### src/hw/rtl/sse_pkg.sv
`timescale 1ns / 1ps
`default_nettype none
// ----------------------------------------------------------------------------
// sse_pkg: shared types and constants of the sparse scatter entry filter
// Grid sizing, opcodes, modes, register indexes and the stage payloads.
// ----------------------------------------------------------------------------
package sse_pkg;

  localparam int GRID_SIDE = 4;
  localparam int BRANCHES  = 4;
  localparam int PTS       = GRID_SIDE * GRID_SIDE * GRID_SIDE;
  localparam int BPTS      = BRANCHES * PTS;

  localparam int IDX_W     = 14;
  localparam int IDX_SPAN  = 1 << IDX_W;
  localparam int Q_W       = ($clog2(IDX_SPAN / BPTS) < 1) ? 1 : $clog2(IDX_SPAN / BPTS);
  localparam int PT_W      = $clog2(PTS);
  localparam int BP_W      = $clog2(BPTS);
  localparam int BR_W      = (BRANCHES > 1) ? $clog2(BRANCHES) : 1;
  localparam int GW        = $clog2(GRID_SIDE);

  localparam int TABLE_DEPTH = 4096;
  localparam int TAB_AW      = 12;
  localparam int MAP_DEPTH   = 64;
  localparam int MAP_AW      = 6;
  localparam int PT_VAL_W    = 6;

  localparam logic [62:0] EXP_ALL = 63'h7FF0_0000_0000_0000;

  localparam logic [1:0] OP_TABLE_WRITE = 2'd0;
  localparam logic [1:0] OP_EXCLUDE     = 2'd1;
  localparam logic [1:0] OP_FILTER      = 2'd2;

  localparam logic [1:0] MODE_K_MAJOR = 2'd0;
  localparam logic [1:0] MODE_Q_MAJOR = 2'd1;
  localparam logic [1:0] MODE_NEG_K   = 2'd2;

  localparam logic REG_MODE      = 1'b0;
  localparam logic REG_THRESHOLD = 1'b1;

  typedef struct packed {
    logic [1:0]  opcode;
    logic [11:0] table_address;
    logic [5:0]  table_value;
    logic [5:0]  excluded_point;
    logic [63:0] element_value;
    logic [13:0] element_index;
  } in_item_t;

  typedef struct packed {
    logic [63:0] kept_value;
    logic [7:0]  kept_branch_point;
    logic [11:0] kept_pair;
  } out_item_t;

  typedef struct packed {
    logic              valid;
    logic [1:0]        opcode;
    logic [TAB_AW-1:0] table_address;
    logic [5:0]        table_value;
    logic [5:0]        excluded_point;
    logic [63:0]       value;
    logic              pass;
    logic [Q_W-1:0]    q;
    logic [7:0]        bp;
    logic [TAB_AW-1:0] addr;
    logic              addr_ok;
  } dec_t;

  typedef struct packed {
    logic           valid;
    logic [1:0]     opcode;
    logic [5:0]     excluded_point;
    logic [63:0]    value;
    logic           pass;
    logic [Q_W-1:0] q;
    logic [7:0]     bp;
    logic           addr_ok;
  } lkp_t;

endpackage
`default_nettype wire

### src/hw/rtl/sse_check.sv
`timescale 1ns / 1ps
`default_nettype none
// ----------------------------------------------------------------------------
// sse_check: exclusion check and output register
// Holds the exclusion map, checks q and partner, forms the kept entry.
// ----------------------------------------------------------------------------
module sse_check (
  input  wire logic          clk,
  input  wire logic          rst,
  input  wire logic          en,
  input  wire sse_pkg::lkp_t lkp,
  input  wire logic [5:0]    partner_raw,
  output logic               out_v,
  output sse_pkg::out_item_t out_item
);
  import sse_pkg::*;

  logic [MAP_DEPTH-1:0] excl;
  logic [5:0]           partner;
  logic                 q_bad, p_bad, keep;
  logic [31:0]          pair32;

  always_comb begin
    partner = lkp.addr_ok ? partner_raw : '0;
    q_bad   = (lkp.q == '0) ||
              ((32'(lkp.q) < 32'(MAP_DEPTH)) && excl[MAP_AW'(lkp.q)]);
    p_bad   = (partner == '0) || excl[partner];
    keep    = lkp.valid && (lkp.opcode == OP_FILTER) && lkp.pass && !q_bad && !p_bad;
    pair32  = 32'(lkp.q) + 32'(partner) * PTS;
  end

  always_ff @(posedge clk) begin
    if (rst) begin
      excl  <= '0;
      out_v <= 1'b0;
    end else if (en) begin
      if (lkp.valid && lkp.opcode == OP_EXCLUDE) begin
        excl[lkp.excluded_point] <= 1'b1;
      end
      out_v <= keep;
    end
    if (en) begin
      out_item.kept_value        <= lkp.value;
      out_item.kept_branch_point <= lkp.bp;
      out_item.kept_pair         <= pair32[11:0];
    end
  end

endmodule
`default_nettype wire

### config.mk
export PLATFORM = sky130hd
export DESIGN_NAME = sse_check
export DESIGN_NICKNAME = d
export VERILOG_FILES = /design/src/hw/rtl/sse_pkg.sv /design/src/hw/rtl/sse_check.sv
export SDC_FILE = /design/constraint.sdc
export NUM_CORES = 1
export LEC_CHECK = 0
export BUFFER_PORTS_ARGS = -buffer_cell sky130_fd_sc_hd__buf_2
export CAP_MARGIN = 20
export CORE_AREA = 2 2 118 120
export DETAILED_ROUTE_END_ITERATION = 7
export DIE_AREA = 0 0 120 122
export MAX_ROUTING_LAYER = met4
export PLACE_DENSITY = 0.8
export SYNTH_ARGS = -nofsm -noshare
export SYNTH_HDL_FRONTEND = slang
export SYNTH_SLANG_ARGS = --single-unit
### constraint.sdc
create_clock -name clk -period 1.65 [get_ports clk]
set_input_delay 0.0825 -clock clk [delete_from_list [all_inputs] [get_ports clk]]
set_output_delay 0.0825 -clock clk [all_outputs]
set_load 0.02 [all_outputs]
# Yosys cells after proc, flatten, opt, wreduce, memory -nomap -nowiden
# Cells that the tools add are included.
[word_totals] word_cells=33 ff_bits=149 out_inout_bits=85
[op_classes] addsub=1 muxes=7 eq_ne=2 order_cmp=4 reduce_logical=13 bitwise=1
[ops] cell="$or 64x64->64" n=1
[ops] cell="$lt 6x7->1 const B" n=3
[ops] cell="$add 6x12->12" n=1
[ops] cell="$bmux 1 s6" n=2
[ops] cell="$logic_not 6->1" n=2
[ops] cell="$demux 1 s6" n=1
[ops] cell="$ge 6x1->1 const B" n=1
[ops] cell="$logic_and 1x1->1" n=6
[ops] cell="$mux 6" n=1
[ops] cell="$mux 1" n=3
[ops] cell="$eq 2x1->1 const B" n=1
[ops] cell="$eq 2x2->1 const B" n=1
[ops] cell="$logic_not 1->1" n=2
[ops] cell="$logic_or 1x1->1" n=2
[ops] cell="$reduce_and 2->1" n=1

# Longest topological paths before layout
[depth] word_depth=6 ltp_mapped=9 mapped_depth_nobuf=7

# Worst setup path before layout
# Ideal clock, no wire load.
[synth_path] kind="input port to flip-flop" startpoint="input lkp[9] in the netlist's numbering" endpoint="register out_v" setup_slack_ps=82 stages=8 setup_time_ps=66 path_buffers=2 arrival_time_ps=1502 path_cell_list="buf_2 > buf_4 > mux4_2 > nand3_1 > nand2_1 > nor4_1 > a21oi_1 > a21oi_2"
[synth_between] elab_chain_len=6 word_cells_on_any_way=7 cone_classes="mux (2); reduce/logical (5)"
[synth_rtl] element="start, declared" line="sse_check.sv:11" rtl="input wire sse_pkg::lkp_t lkp,"
[synth_rtl] element="$bmux 1 s6" line="sse_check.sv:26" rtl="((32'(lkp.q) < 32'(MAP_DEPTH)) && excl[MAP_AW'(lkp.q)]);"
[synth_rtl] element="$mux 1 (not written as such)" line="sse_check.sv:26"
[synth_rtl] element="$logic_or 1x1->1 *" line="sse_check.sv:25" rtl="q_bad = (lkp.q == '0) ||"
[synth_rtl] element="$logic_not 1->1 *" line="sse_check.sv:28" rtl="keep = lkp.valid && (lkp.opcode == OP_FILTER) && lkp.pass && !q_bad && !p_bad;"
[synth_rtl] element="$logic_and 1x1->1 * (2 in a row)" line="sse_check.sv:28"
[synth_rtl] element="end signal, assigned" line="sse_check.sv:40" rtl="out_v <= keep;"
[synth_rtl] element="end, declared" line="sse_check.sv:13" rtl="output logic out_v,"
# Mark *: on every way between the ends. The rest lies on a longest branch, timed or not. The select of a mux whose other input is x is not followed.
# A chain may end at the register's enable or synchronous reset.

# Worst setup path after layout
[layout_path] startpoint="register excl[3]" endpoint="register out_v"
[layout_between] elab_chain_len=6 word_cells_on_any_way=10 cone_classes="mux (4); reduce/logical (6)"
[layout_rtl] element="start, declared" line="sse_check.sv:18" rtl="logic [MAP_DEPTH-1:0] excl;"
[layout_rtl] element="start signal, assigned" line="sse_check.sv:34" rtl="excl <= '0;"
[layout_rtl] element="start signal, assigned by index" line="sse_check.sv:38" rtl="excl[lkp.excluded_point] <= 1'b1;"
[layout_rtl] element="$bmux 1 s6" line="sse_check.sv:26"
[layout_rtl] element="$mux 1 (not written as such)" line="sse_check.sv:26"
[layout_rtl] element="$logic_or 1x1->1" line="sse_check.sv:25"
[layout_rtl] element="$logic_not 1->1" line="sse_check.sv:28"
[layout_rtl] element="$logic_and 1x1->1" line="sse_check.sv:28"
[layout_rtl] element="$logic_and 1x1->1 *" line="sse_check.sv:28"
# Marked as above.

==> impl_results.md <==
* Fraction of registers with async set/reset at 0
* Starting density of the core at 0.444
* # nets final at between 800 and 900
* Post-synth top cells: edfxtp_1, nor2_1, a21oi_1
* Antenna cells at 0
* Cell variety after synth at 56
* Crit Path Class: reg2reg
* Num CTS Buffers at 17
* Crit path from: excl[3]
* Drt wl/cell at about 20 um
* Setup crit end kind: flop
* Die X at around 120 um
* Sequential share of the synthesized area at 0.638
* Synth area leaders: edfxtp_1, dfxtp_1, a21oi_1, mux4_2, nor2_1
* VDD IR max at 0.674 mV
* GR Overflow Total at 0
* Full die area at 14600 um2
* CTS root buffer: clkbuf_16
* Max-cap viol count at 0
* CP Launch Type: flop
* Core Footprint at about 14000 um2
* Pre-antenna DRT Iters at 5
* Placed inst area at approximately 7500 um2
* Longest Clk Path Bufs at 2
* Cell Area, Synth at roughly 6000 um2
* All-Layer GR Usage at 0.288
* Residual DRC at 0
* Critical path required time at between 2 and 2.5 ns
* Count of port buffers added during placement at approximately 180
* Hold Crit Start: lkp[9]
* Row cnt at 43
* FF-to-FF Start: excl[3]
* Mapped Cells at 484
* Final Max Tran Viols at 0
* Final Cycle Share at 0.986
* Vias in the first global route at ~5300
* Fmax at a little over 600 MHz
* Predominant post-synthesis flop cell: edfxtp_1
* First-pass GRT wire length at just over 30000 um
* Ports at around 180
* Hold violation count in the final report at 0
* FF+latch area at ~3800 um2
* Area leader, netlist: edfxtp_1
* Synth Area per Inst at approximately 12 um2
* Largest net degree at the start of global routing at 86
* Maximum fanout along the worst path at 3
* Synth-to-Final Area Change at 47.8%
* EDFF count, synth at 84
* Die Ht at ~120 um
* Min Tclk post-route at 1.63 ns
* Total Routed Length at roughly 20000 um
* Via count at roughly 5300
* Yosys warning count at 0
* Vias per Instance at about 5.4
* Multi-input logic area at between 2000 and 2500 um2
* DP HPWL at roughly 14000 um
* Setup violators final at 0
* Pwr Total at 8.95 mW
* Final Skew at 0.0116 ns
* Clock transition at path regs at approximately 0.07 ns
* Worst hold stages at 2
* CTS Sinks at 149
* TritonCTS clock tree: built
* Fin area at between 8000 and 9000 um2
* LEAKAGE at around 3.7 nW
* DR iter-0 viols at 501
* Fillers at a little under 1000
* Reg2reg end: out_v
* H-tree Lvls at 4
* RSZ-0062 raised after global routing: yes
* Gpl congestion at between 0.9 and 1
* R2R depth at 6
* PD cells at slightly above 1000 nW/um2
* Core Util, Final at 0.656
* Initial antenna violation count at 0
* Setup TNS at 0 ns
* Hold Crit Class: in2reg
* Most common cell in the netlist: edfxtp_1
* Synth Net Count at 582
* CP arrival at 1.99 ns
* Worst-Margin Slew at between 0.7 and 0.8 ns
* Final ANT Viol Nets at 0
* Sink of the worst hold path: out_item[0]
* Clk Latency, worst-skew pair at ~0.42 ns
* Slew margin rel. at 0.529
* Layout cells sized above 1 at 0.391
* Post-synth top area share at 0.421
* Run status: completed
* R2r setup slk at approximately 0.024 ns
* FF+latch count, synth at around 150
## timing repair
item                                    4_1_cts  5_1_grt
setup buffers                                 0        0
gates resized for setup                       0        8
endpoints found under the setup margin        0        1
hold buffers                                 74        0
hold endpoints to repair                     74        0
## kinds of logic after synthesis
logic type,after synthesis,synth area share
flops,149,0.638
buf+inv,38,0.0290
compound gates,113,0.119
mux,36,0.0934
simple gates,148,0.120
## routing by layer
| metal | wire length, um | GRT usage | share of wire | vias up |
|---|---|---|---|---|
| met3 | 1560 | 0.0744 | 0.078 | 34 |
| li1 | - | - | - | 2430 |
| met1 | 8160 | 0.357 | 0.41 | 2565 |
| met5 | 0 | - | 0 | - |
| met2 | 9860 | 0.465 | 0.49 | 272 |
| met4 | 410 | 0.0890 | 0.021 | 0 |
## area by class of cell
cell class	instances	share of cell area
multi-input combinational	297	0.228
clock inverter	15	0.0162
inverter	8	0.00339
tap	180	0.0254
sequential	149	0.432
clock buffer	17	0.0480
timing repair buffer	322	0.247
## worst max-delay path by stage
stage,slack [ns],to
finish,0.02,out_v
global route,-0.03,out_v
CTS,0.002,out_v
detailed placement,-0.09,out_v
global placement,-0.09,out_v
floorplan,0.08,out_v
## placed cells by master (no fill, tap or decap), types with 7 or more instances in the layout
cell type        n
inv_6            8
dlygate4sd3_1   74
buf_2          181
buf_4           64
a21oi_1         69
mux4_2          14
nor2b_1         11
dfxtp_1         63
nand3_1          7
mux2_2           9
nand2_1         16
nor3b_1          8
nor2_1          75
clkbuf_16       17
edfxtp_1        84
inv_1            8
## through the flow
stage / worst slack (ns) / hold WS, ns / instances
after floorplan: 0.0816 / 0.181 / 484
after global placement: -0.0931 / 0.259 / 882
after detailed placement: -0.0889 / 0.261 / 882
after CTS: 0.00238 / 0.0264 / 988
after global routing: -0.0344 / 0.0362 / 988
final: 0.0238 / 0.0417 / 988
## worst max-delay path: stages, from the launching register on
cell,delay [ns]
dfxtp_2,0.34
mux2_4,0.25
a222oi_1,0.41
nor2_1,0.09
a221oi_2,0.20
o221ai_2,0.14
a21oi_2,0.14
## power breakdown
group	internal (mW)	switching, mW	leakage (nW)	total, mW
logic	0.457	0.633	2.06	1.09
registers	4.11	0.0538	1.35	4.16
clock network	2.11	1.58	0.270	3.69
total	6.68	2.27	3.67	8.95
## sequential cells by signal, summed over array words and instances (netlist names)
name and flops:
out_item 84, out_v 1, excl 64
(Power assumes the default switching activity.)
