===== config.mk =====
export PLATFORM = sky130hd
export DESIGN_NAME = sse_decode
export DESIGN_NICKNAME = d
export VERILOG_FILES = /design/src/hw/rtl/sse_pkg.sv /design/src/hw/rtl/sse_decode.sv
export SDC_FILE = /design/constraint.sdc
export NUM_CORES = 1
export LEC_CHECK = 0
export BUFFER_PORTS_ARGS = -buffer_cell sky130_fd_sc_hd__buf_2
export CORE_ASPECT_RATIO = 0.6
export CORE_MARGIN = 3
export CORE_UTILIZATION = 30
export CTS_CLUSTER_DIAMETER = 50
export DETAILED_ROUTE_END_ITERATION = 16
export RECOVER_POWER = 50
export SETUP_SLACK_MARGIN = 0.2
export SLEW_MARGIN = 5
export SYNTH_ARGS = -nofsm -noshare
export SYNTH_HDL_FRONTEND = slang
export SYNTH_SLANG_ARGS = --single-unit

===== constraint.sdc =====
create_clock -name clk -period 3.4 [get_ports clk]
set_input_delay 1.02 -clock clk [delete_from_list [all_inputs] [get_ports clk]]
set_output_delay 1.02 -clock clk [all_outputs]
set_load 0.005 [all_outputs]

===== src/hw/rtl/sse_pkg.sv =====
`timescale 1ns / 1ps
`default_nettype none
// ----------------------------------------------------------------------------
// sse_pkg: shared types and constants of the sparse scatter entry filter
// Grid sizing, opcodes, modes, register indexes and the stage payloads.
// ----------------------------------------------------------------------------
package sse_pkg;

  localparam int GRID_SIDE = 4;
  localparam int BRANCHES  = 4;
  localparam int PTS       = GRID_SIDE * GRID_SIDE * GRID_SIDE;
  localparam int BPTS      = BRANCHES * PTS;

  localparam int IDX_W     = 14;
  localparam int IDX_SPAN  = 1 << IDX_W;
  localparam int Q_W       = ($clog2(IDX_SPAN / BPTS) < 1) ? 1 : $clog2(IDX_SPAN / BPTS);
  localparam int PT_W      = $clog2(PTS);
  localparam int BP_W      = $clog2(BPTS);
  localparam int BR_W      = (BRANCHES > 1) ? $clog2(BRANCHES) : 1;
  localparam int GW        = $clog2(GRID_SIDE);

  localparam int TABLE_DEPTH = 4096;
  localparam int TAB_AW      = 12;
  localparam int MAP_DEPTH   = 64;
  localparam int MAP_AW      = 6;
  localparam int PT_VAL_W    = 6;

  localparam logic [62:0] EXP_ALL = 63'h7FF0_0000_0000_0000;

  localparam logic [1:0] OP_TABLE_WRITE = 2'd0;
  localparam logic [1:0] OP_EXCLUDE     = 2'd1;
  localparam logic [1:0] OP_FILTER      = 2'd2;

  localparam logic [1:0] MODE_K_MAJOR = 2'd0;
  localparam logic [1:0] MODE_Q_MAJOR = 2'd1;
  localparam logic [1:0] MODE_NEG_K   = 2'd2;

  localparam logic REG_MODE      = 1'b0;
  localparam logic REG_THRESHOLD = 1'b1;

  typedef struct packed {
    logic [1:0]  opcode;
    logic [11:0] table_address;
    logic [5:0]  table_value;
    logic [5:0]  excluded_point;
    logic [63:0] element_value;
    logic [13:0] element_index;
  } in_item_t;

  typedef struct packed {
    logic [63:0] kept_value;
    logic [7:0]  kept_branch_point;
    logic [11:0] kept_pair;
  } out_item_t;

  typedef struct packed {
    logic              valid;
    logic [1:0]        opcode;
    logic [TAB_AW-1:0] table_address;
    logic [5:0]        table_value;
    logic [5:0]        excluded_point;
    logic [63:0]       value;
    logic              pass;
    logic [Q_W-1:0]    q;
    logic [7:0]        bp;
    logic [TAB_AW-1:0] addr;
    logic              addr_ok;
  } dec_t;

  typedef struct packed {
    logic           valid;
    logic [1:0]     opcode;
    logic [5:0]     excluded_point;
    logic [63:0]    value;
    logic           pass;
    logic [Q_W-1:0] q;
    logic [7:0]     bp;
    logic           addr_ok;
  } lkp_t;

endpackage
`default_nettype wire


===== src/hw/rtl/sse_decode.sv =====
`timescale 1ns / 1ps
`default_nettype none
// ----------------------------------------------------------------------------
// sse_decode: index decode and threshold stage
// Splits the packed index, applies the mode and compares the magnitude.
// ----------------------------------------------------------------------------
module sse_decode (
  input  wire logic             clk,
  input  wire logic             rst,
  input  wire logic             en,
  input  wire logic             in_v,
  input  wire sse_pkg::in_item_t in_item,
  input  wire logic [1:0]       mode,
  input  wire logic [62:0]      threshold,
  output sse_pkg::dec_t         dec
);
  import sse_pkg::*;

  logic [IDX_W-1:0] idx;
  logic [Q_W-1:0]   q;
  logic [PT_W-1:0]  k, kn;
  logic [BP_W-1:0]  bp;
  logic [BR_W-1:0]  br;
  logic [GW-1:0]    c0, c1, c2, n0, n1, n2;
  logic [62:0]      mag;
  logic [31:0]      addr32, bp32;
  logic             mag_ok;

  always_comb begin
    idx = in_item.element_index;
    q   = Q_W'(idx / BPTS);
    bp  = BP_W'(idx % BPTS);
    k   = PT_W'(idx % PTS);
    br  = BR_W'(bp / PTS);
    c0  = GW'(k % GRID_SIDE);
    c1  = GW'((k / GRID_SIDE) % GRID_SIDE);
    c2  = GW'(k / (GRID_SIDE * GRID_SIDE));
    n0  = (c0 == '0) ? '0 : GW'(GRID_SIDE - 32'(c0));
    n1  = (c1 == '0) ? '0 : GW'(GRID_SIDE - 32'(c1));
    n2  = (c2 == '0) ? '0 : GW'(GRID_SIDE - 32'(c2));
    kn  = PT_W'(32'(n0) + 32'(n1) * GRID_SIDE + 32'(n2) * GRID_SIDE * GRID_SIDE);
    case (mode)
      MODE_Q_MAJOR: begin
        addr32 = 32'(q) + 32'(k) * PTS;
        bp32   = 32'(bp);
      end
      MODE_NEG_K: begin
        addr32 = 32'(q) + 32'(kn) * PTS;
        bp32   = 32'(kn) + 32'(br) * PTS;
      end
      default: begin
        addr32 = 32'(k) + 32'(q) * PTS;
        bp32   = 32'(bp);
      end
    endcase
    mag    = in_item.element_value[62:0];
    mag_ok = (mag <= EXP_ALL) && (threshold <= EXP_ALL) && (mag > threshold);
  end

  always_ff @(posedge clk) begin
    if (rst) begin
      dec.valid <= 1'b0;
    end else if (en) begin
      dec.valid <= in_v;
    end
    if (en) begin
      dec.opcode         <= in_item.opcode;
      dec.table_address  <= in_item.table_address;
      dec.table_value    <= in_item.table_value;
      dec.excluded_point <= in_item.excluded_point;
      dec.value          <= in_item.element_value;
      dec.pass           <= mag_ok && (k != '0);
      dec.q              <= q;
      dec.bp             <= bp32[7:0];
      dec.addr           <= addr32[TAB_AW-1:0];
      dec.addr_ok        <= addr32 < 32'(TABLE_DEPTH);
    end
  end

endmodule
`default_nettype wire


After elaboration in Yosys (flattened, before gate mapping)
Index checks and enable logic that the tools add are counted.
- bitwise operators: 0
- $mul: 0
- add/subtract/negate cells: 9
- reductions and logical operators: 7
- shift operators: 0
- multiplexer cells: 5
- eq/ne operators: 2
- magnitude comparators: 4
- div/mod/pow operators: 0
- operators with widths (operator ; number):
    $le A63 B63 Y1 const B ; 2
    $gt A63 B63 Y1 ; 1
    $add A6 B12 Y13 ; 3
    $lt A32 B13 Y1 const B ; 1
    $pmux W13 S2 ; 1
    $add A6 B8 Y8 ; 1
    $mux W8 ; 1
    $add A5 B6 Y6 ; 1
    $logic_not A2 Y1 ; 3
    $mux W2 ; 3
    $reduce_bool A6 Y1 ; 1
    $sub A1 B2 Y2 const A ; 3
    $add A2 B4 Y5 ; 1
    $logic_and A1 B1 Y1 ; 3
    $eq A2 B1 Y1 const B ; 1
    $eq A2 B2 Y1 const B ; 1
- input bits: 173
- ROM bits: 0
- memories kept: 0
- output and inout bits: 119
- bits in registers: 119
- RAM bits: 0
- latch bits: 0
- word-level logic and storage cells: 38

Depth between registers and ports, before layout
- depth after elaboration: 7
- gate-level depth with buffers: 8
- gate-level depth less buffers: 8

Worst setup path before layout
Ideal clock, no wire load.
- kind: input -> register
- from: input port threshold[8]
- to: register dec[27] in the netlist's numbering, data pin
- buffers on the path: 0
- stages: 8
- required time: 3.130 ns
- data arrival time: 2.477 ns
- path slack: 0.653 ns
- library setup time: 0.270 ns
- cells stage by stage: inv_1 ha_1 a21o_1 a221o_1 a221oi_1 o21ai_0 a211oi_1 a221oi_2
- cells in the longest elaborated chain, start to end: 4
- elaborated cells on any way between the ends: 5
- classes of those cells: 2 x order compare; 3 x reduce/logical
- ends and longest elaborated chain (what ; RTL line ; source):
    start: declaration ; sse_decode.sv:14 ; input wire logic [62:0] threshold,
    $le A63 B63 Y1 ; sse_decode.sv:57 ; mag_ok = (mag <= EXP_ALL) && (threshold <= EXP_ALL) && (mag > threshold);
    $logic_and A1 B1 Y1 ; sse_decode.sv:57 ;
    $logic_and A1 B1 Y1 * ; sse_decode.sv:57 ;
    $logic_and A1 B1 Y1 * ; sse_decode.sv:72 ; dec.pass <= mag_ok && (k != '0);
    end: declaration ; sse_decode.sv:15 ; output sse_pkg::dec_t dec
Mark *: on every way between the ends. The rest lies on a longest branch, timed or not.
A chain may end at the register's enable or synchronous reset.

Worst setup path in the final report
- from: input port in_item[24] in the netlist's numbering
- to: register dec[27] in the netlist's numbering, data pin
- cells in the longest elaborated chain, start to end: 4
- elaborated cells on any way between the ends: 5
- classes of those cells: 2 x order compare; 3 x reduce/logical
- ends and longest elaborated chain (what ; RTL line ; source):
    start: declaration ; sse_decode.sv:12 ; input wire sse_pkg::in_item_t in_item,
    $le A63 B63 Y1 ; sse_decode.sv:57 ;
    $logic_and A1 B1 Y1 ; sse_decode.sv:57 ;
    $logic_and A1 B1 Y1 * ; sse_decode.sv:57 ;
    $logic_and A1 B1 Y1 * ; sse_decode.sv:72 ;
Marks and branches as above.

==> flow_metrics.py <==
metrics = {
    "outcome": {
        "status": "finished with violations",
        "violations": "max-capacitance violations, max-slew violations",
    },
    "cts": {
        "cts_max_level": 4,
        "cts_setup_buffers": 0,
        "clk_pin_slew_worst_paths_ns": 0.06,
        "clockBufferDepth": 2,
        "cts_buffers": 17,
        "clock-sinks": 118,
        "clkLatencyLatePin_ns": 0.42,
        "cts_resized": 0,
        "cts_root_buf": "clkbuf_16",
        "cts_tree": "done",
        "postCtsHoldBufs": 0,
    },
    "route": {
        "drt_iter0_drc": 314,
        "routedWlPerCell_um": 18.44,
        "routed_wl_um": 18790,
        "vias": 4747,
        "drc": 0,
        "via_per_inst": 4.658,
        "ant_nets": 0,
        "dr.pass1.iters": 4,
    },
    "floorplan": {
        "rows": 38,
        "die_h_um": 113.5,
        "initial_core_util": 0.3131,
        "dieArea_mm2": 0.02101,
        "io-pin-count": 292,
        "die_w_um": 185.1,
        "core_mm2": 0.01845,
    },
    "global_routing": {
        "gr-total-overflow": 0,
        "grt_max_degree": 119,
        "antenna_found_initial": 0,
        "grt_pass1_wl_um": 26900,
        "track_usage": 0.1742,
        "first_global_vias": 4615,
    },
    "placed_design": {
        "place_area_mm2": 0.007535,
        "dp_cells": 988,
        "numPortBuffers": 290,
        "gp_congestion": 0.8026,
        "hpwl_um": 15340,
    },
    "power_and_ir_drop": {
        "peakVddDrop_v": 0.0002937,
        "internal_power_mw": 3.033,
        "seqPwrFrac": 0.438,
        "swShare": 0.2477,
        "power.density_mw_per_mm2": 504.2,
        "pwr-share-clk": 0.430,
        "power_frac_comb": 0.132,
        "power.switching_mw": 0.9986,
        "p_leak_nw": 3.585,
    },
    "cells_and_area": {
        "largest_reg_flops": 118,
        "drive_gt1_frac": 0.3248,
        "largest_register": "dec",
        "design_area_mm2": 0.007996,
        "top_regs": "dec x118",
        "antenna_cells": 0,
        "area_delta_synth_final_pct": 38.45,
        "layout.cells.non_filler": 1019,
        "finalNetCount": 1008,
        "fin_util": 0.4335,
    },
    "timing": {
        "fmax_ghz": 0.3662,
        "fin_crit_ns": 2.731,
        "finalHoldViolCount": 0,
        "grt_setup_unrepaired": "false",
        "skew_ns": 0,
        "period_share": 0.8032,
        "slew_violations": 119,
        "finalSetupTns_ns": 0,
        "setup_violations": 0,
        "relSlewSlack": -0.1683,
        "worstMarginPinSlew_ns": 1.752,
    },
    "synthesis": {
        "ys_ff_latch": 118,
        "ys_seq_area_frac": 0.6118,
        "synth_cell_types": 35,
        "synth_area_mm2": 0.005776,
        "post_synth.cell_area_avg_um2": 12.53,
        "syn_nets": 702,
        "synthCells": 461,
        "ys_warn_count": 0,
    },
    "setup_path": {
        "worst_setup_path_end_kind": "flip-flop",
        "critPathKind": "input pin to flip-flop",
        "start_kind": "input pin",
        "worstPathMaxFanout": 3,
        "arrival_ns": 2.88,
        "cp.required_ns": 3.55,
    },
    "hold_path": {
        "min_path_type": "flip-flop to flip-flop",
    },
    "job": {
        "cap_viol_max_count": 1,
    },
}
Yosys cell counts:
cell type	instances	area, um^2
a221oi_1	1	8.760
buf_4	1	7.510
o21a_1	1	7.510
and2_0	1	6.260
nand4_1	20	125.1
a2111o_1	1	11.26
nor2b_1	3	18.77
nand3_1	8	40.04
nor4_1	29	181.4
nor3_1	7	35.03
or2_2	1	6.260
a32oi_1	1	8.760
a221o_1	1	10.01
o21ai_0	28	140.1
inv_1	72	270.3
nor2_1	10	37.54
o31ai_1	1	7.510
dfxtp_1	1	20.02
a311o_1	1	10.01
a211oi_1	5	37.54
nand2_1	36	135.1
conb_1	1	3.750
a21o_1	5	37.54
a22oi_1	3	22.52
edfxtp_1	117	3513
a21oi_1	27	135.1
nor4_2	1	12.51
or4_1	1	7.510
mux2i_1	1	10.01
a221oi_2	1	15.01
clkbuf_1	4	15.01
and4_1	1	8.760
ha_1	68	850.8
nand3b_1	1	7.510
o41a_1	1	11.26
power by group through the flow:
stage          combinational [mW]  sequential (mW)  clock (mW)
2_1_floorplan               0.172             1.82           0
3_3_place_gp                0.547             1.79           0
3_5_place_dp                0.550             1.79           0
4_1_cts                     0.551             1.77        1.78
5_1_grt                     0.601             1.78        1.85
6_report                    0.533             1.77        1.73
cells in the final DEF (no fill, tap or decap), drive strengths merged, types with 2 or more instances in the layout:
cell type,count
inv,74
a21o,5
a22oi,3
nand2,36
a211oi,5
bufinv,2
clkinv,8
nand4,20
nor2,10
a221oi,2
ha,68
edfxtp,117
a21oi,27
o21ai,28
clkbuf,88
clkinvlp,2
nand3,8
nor4,30
nor2b,3
nor3,7
buf,221
cell type report:
type                    instances  area, um^2
inverters                      72       270.3
well taps                     240       300.3
repair buffers                292        1383
fillers                      1812       10450
flip-flops and latches        118        3533
clock buffers                  17       425.4
clock inverters                14       135.1
multi-input cells             266        1949
cells by family after synthesis:
kind of cell | count (synthesis) | share of synthesized area
and+or+nand+nor | 119 | 0.1077
other | 1 | 0.0006493
muxes | 1 | 0.001733
buffers and inverters | 77 | 0.05069
DFF | 118 | 0.6118
AOI/OAI and AO/OA | 77 | 0.08016
adders and majority gates | 68 | 0.1473
through the flow:
stage	power [mW]	hold WS, ns	setup WS (ns)
finish	4.032	0.5191	0.6692
global route	4.226	0.5509	0.5784
CTS	4.093	0.5172	0.7415
detailed placement	2.343	0.5023	0.2918
global placement	2.335	0.4715	0.3322
floorplan	1.987	0.4850	0.6530
worst paths after layout:
path	startpoint	end	slack, ns	cells past startpoint
worst max register to register	dec[118]	dec[118]	2.79	2
worst min-delay path	dec[118]	dec[118]	0.52	2
worst max-delay path	in_item[24]	dec[27]	0.67	8
worst min register to register	dec[118]	dec[118]	0.52	2
routing by layer:
layer	global-route usage	up-vias	share of wire
li1	-	2350	-
met1	0.2516	2226	0.49
met2	0.2543	165	0.44
met3	0.05003	6	0.070
met4	0.05095	0	0.0028
met5	0	-	0
critical path, cell delays in order:
cell and delay [ns]:
clkbuf_1 0.12, ha_1 0.32, and2_0 0.17, a221o_1 0.29, a221oi_1 0.31, o21ai_0 0.24, a211oi_1 0.33, a221oi_2 0.09
(Power assumes the default switching activity.)
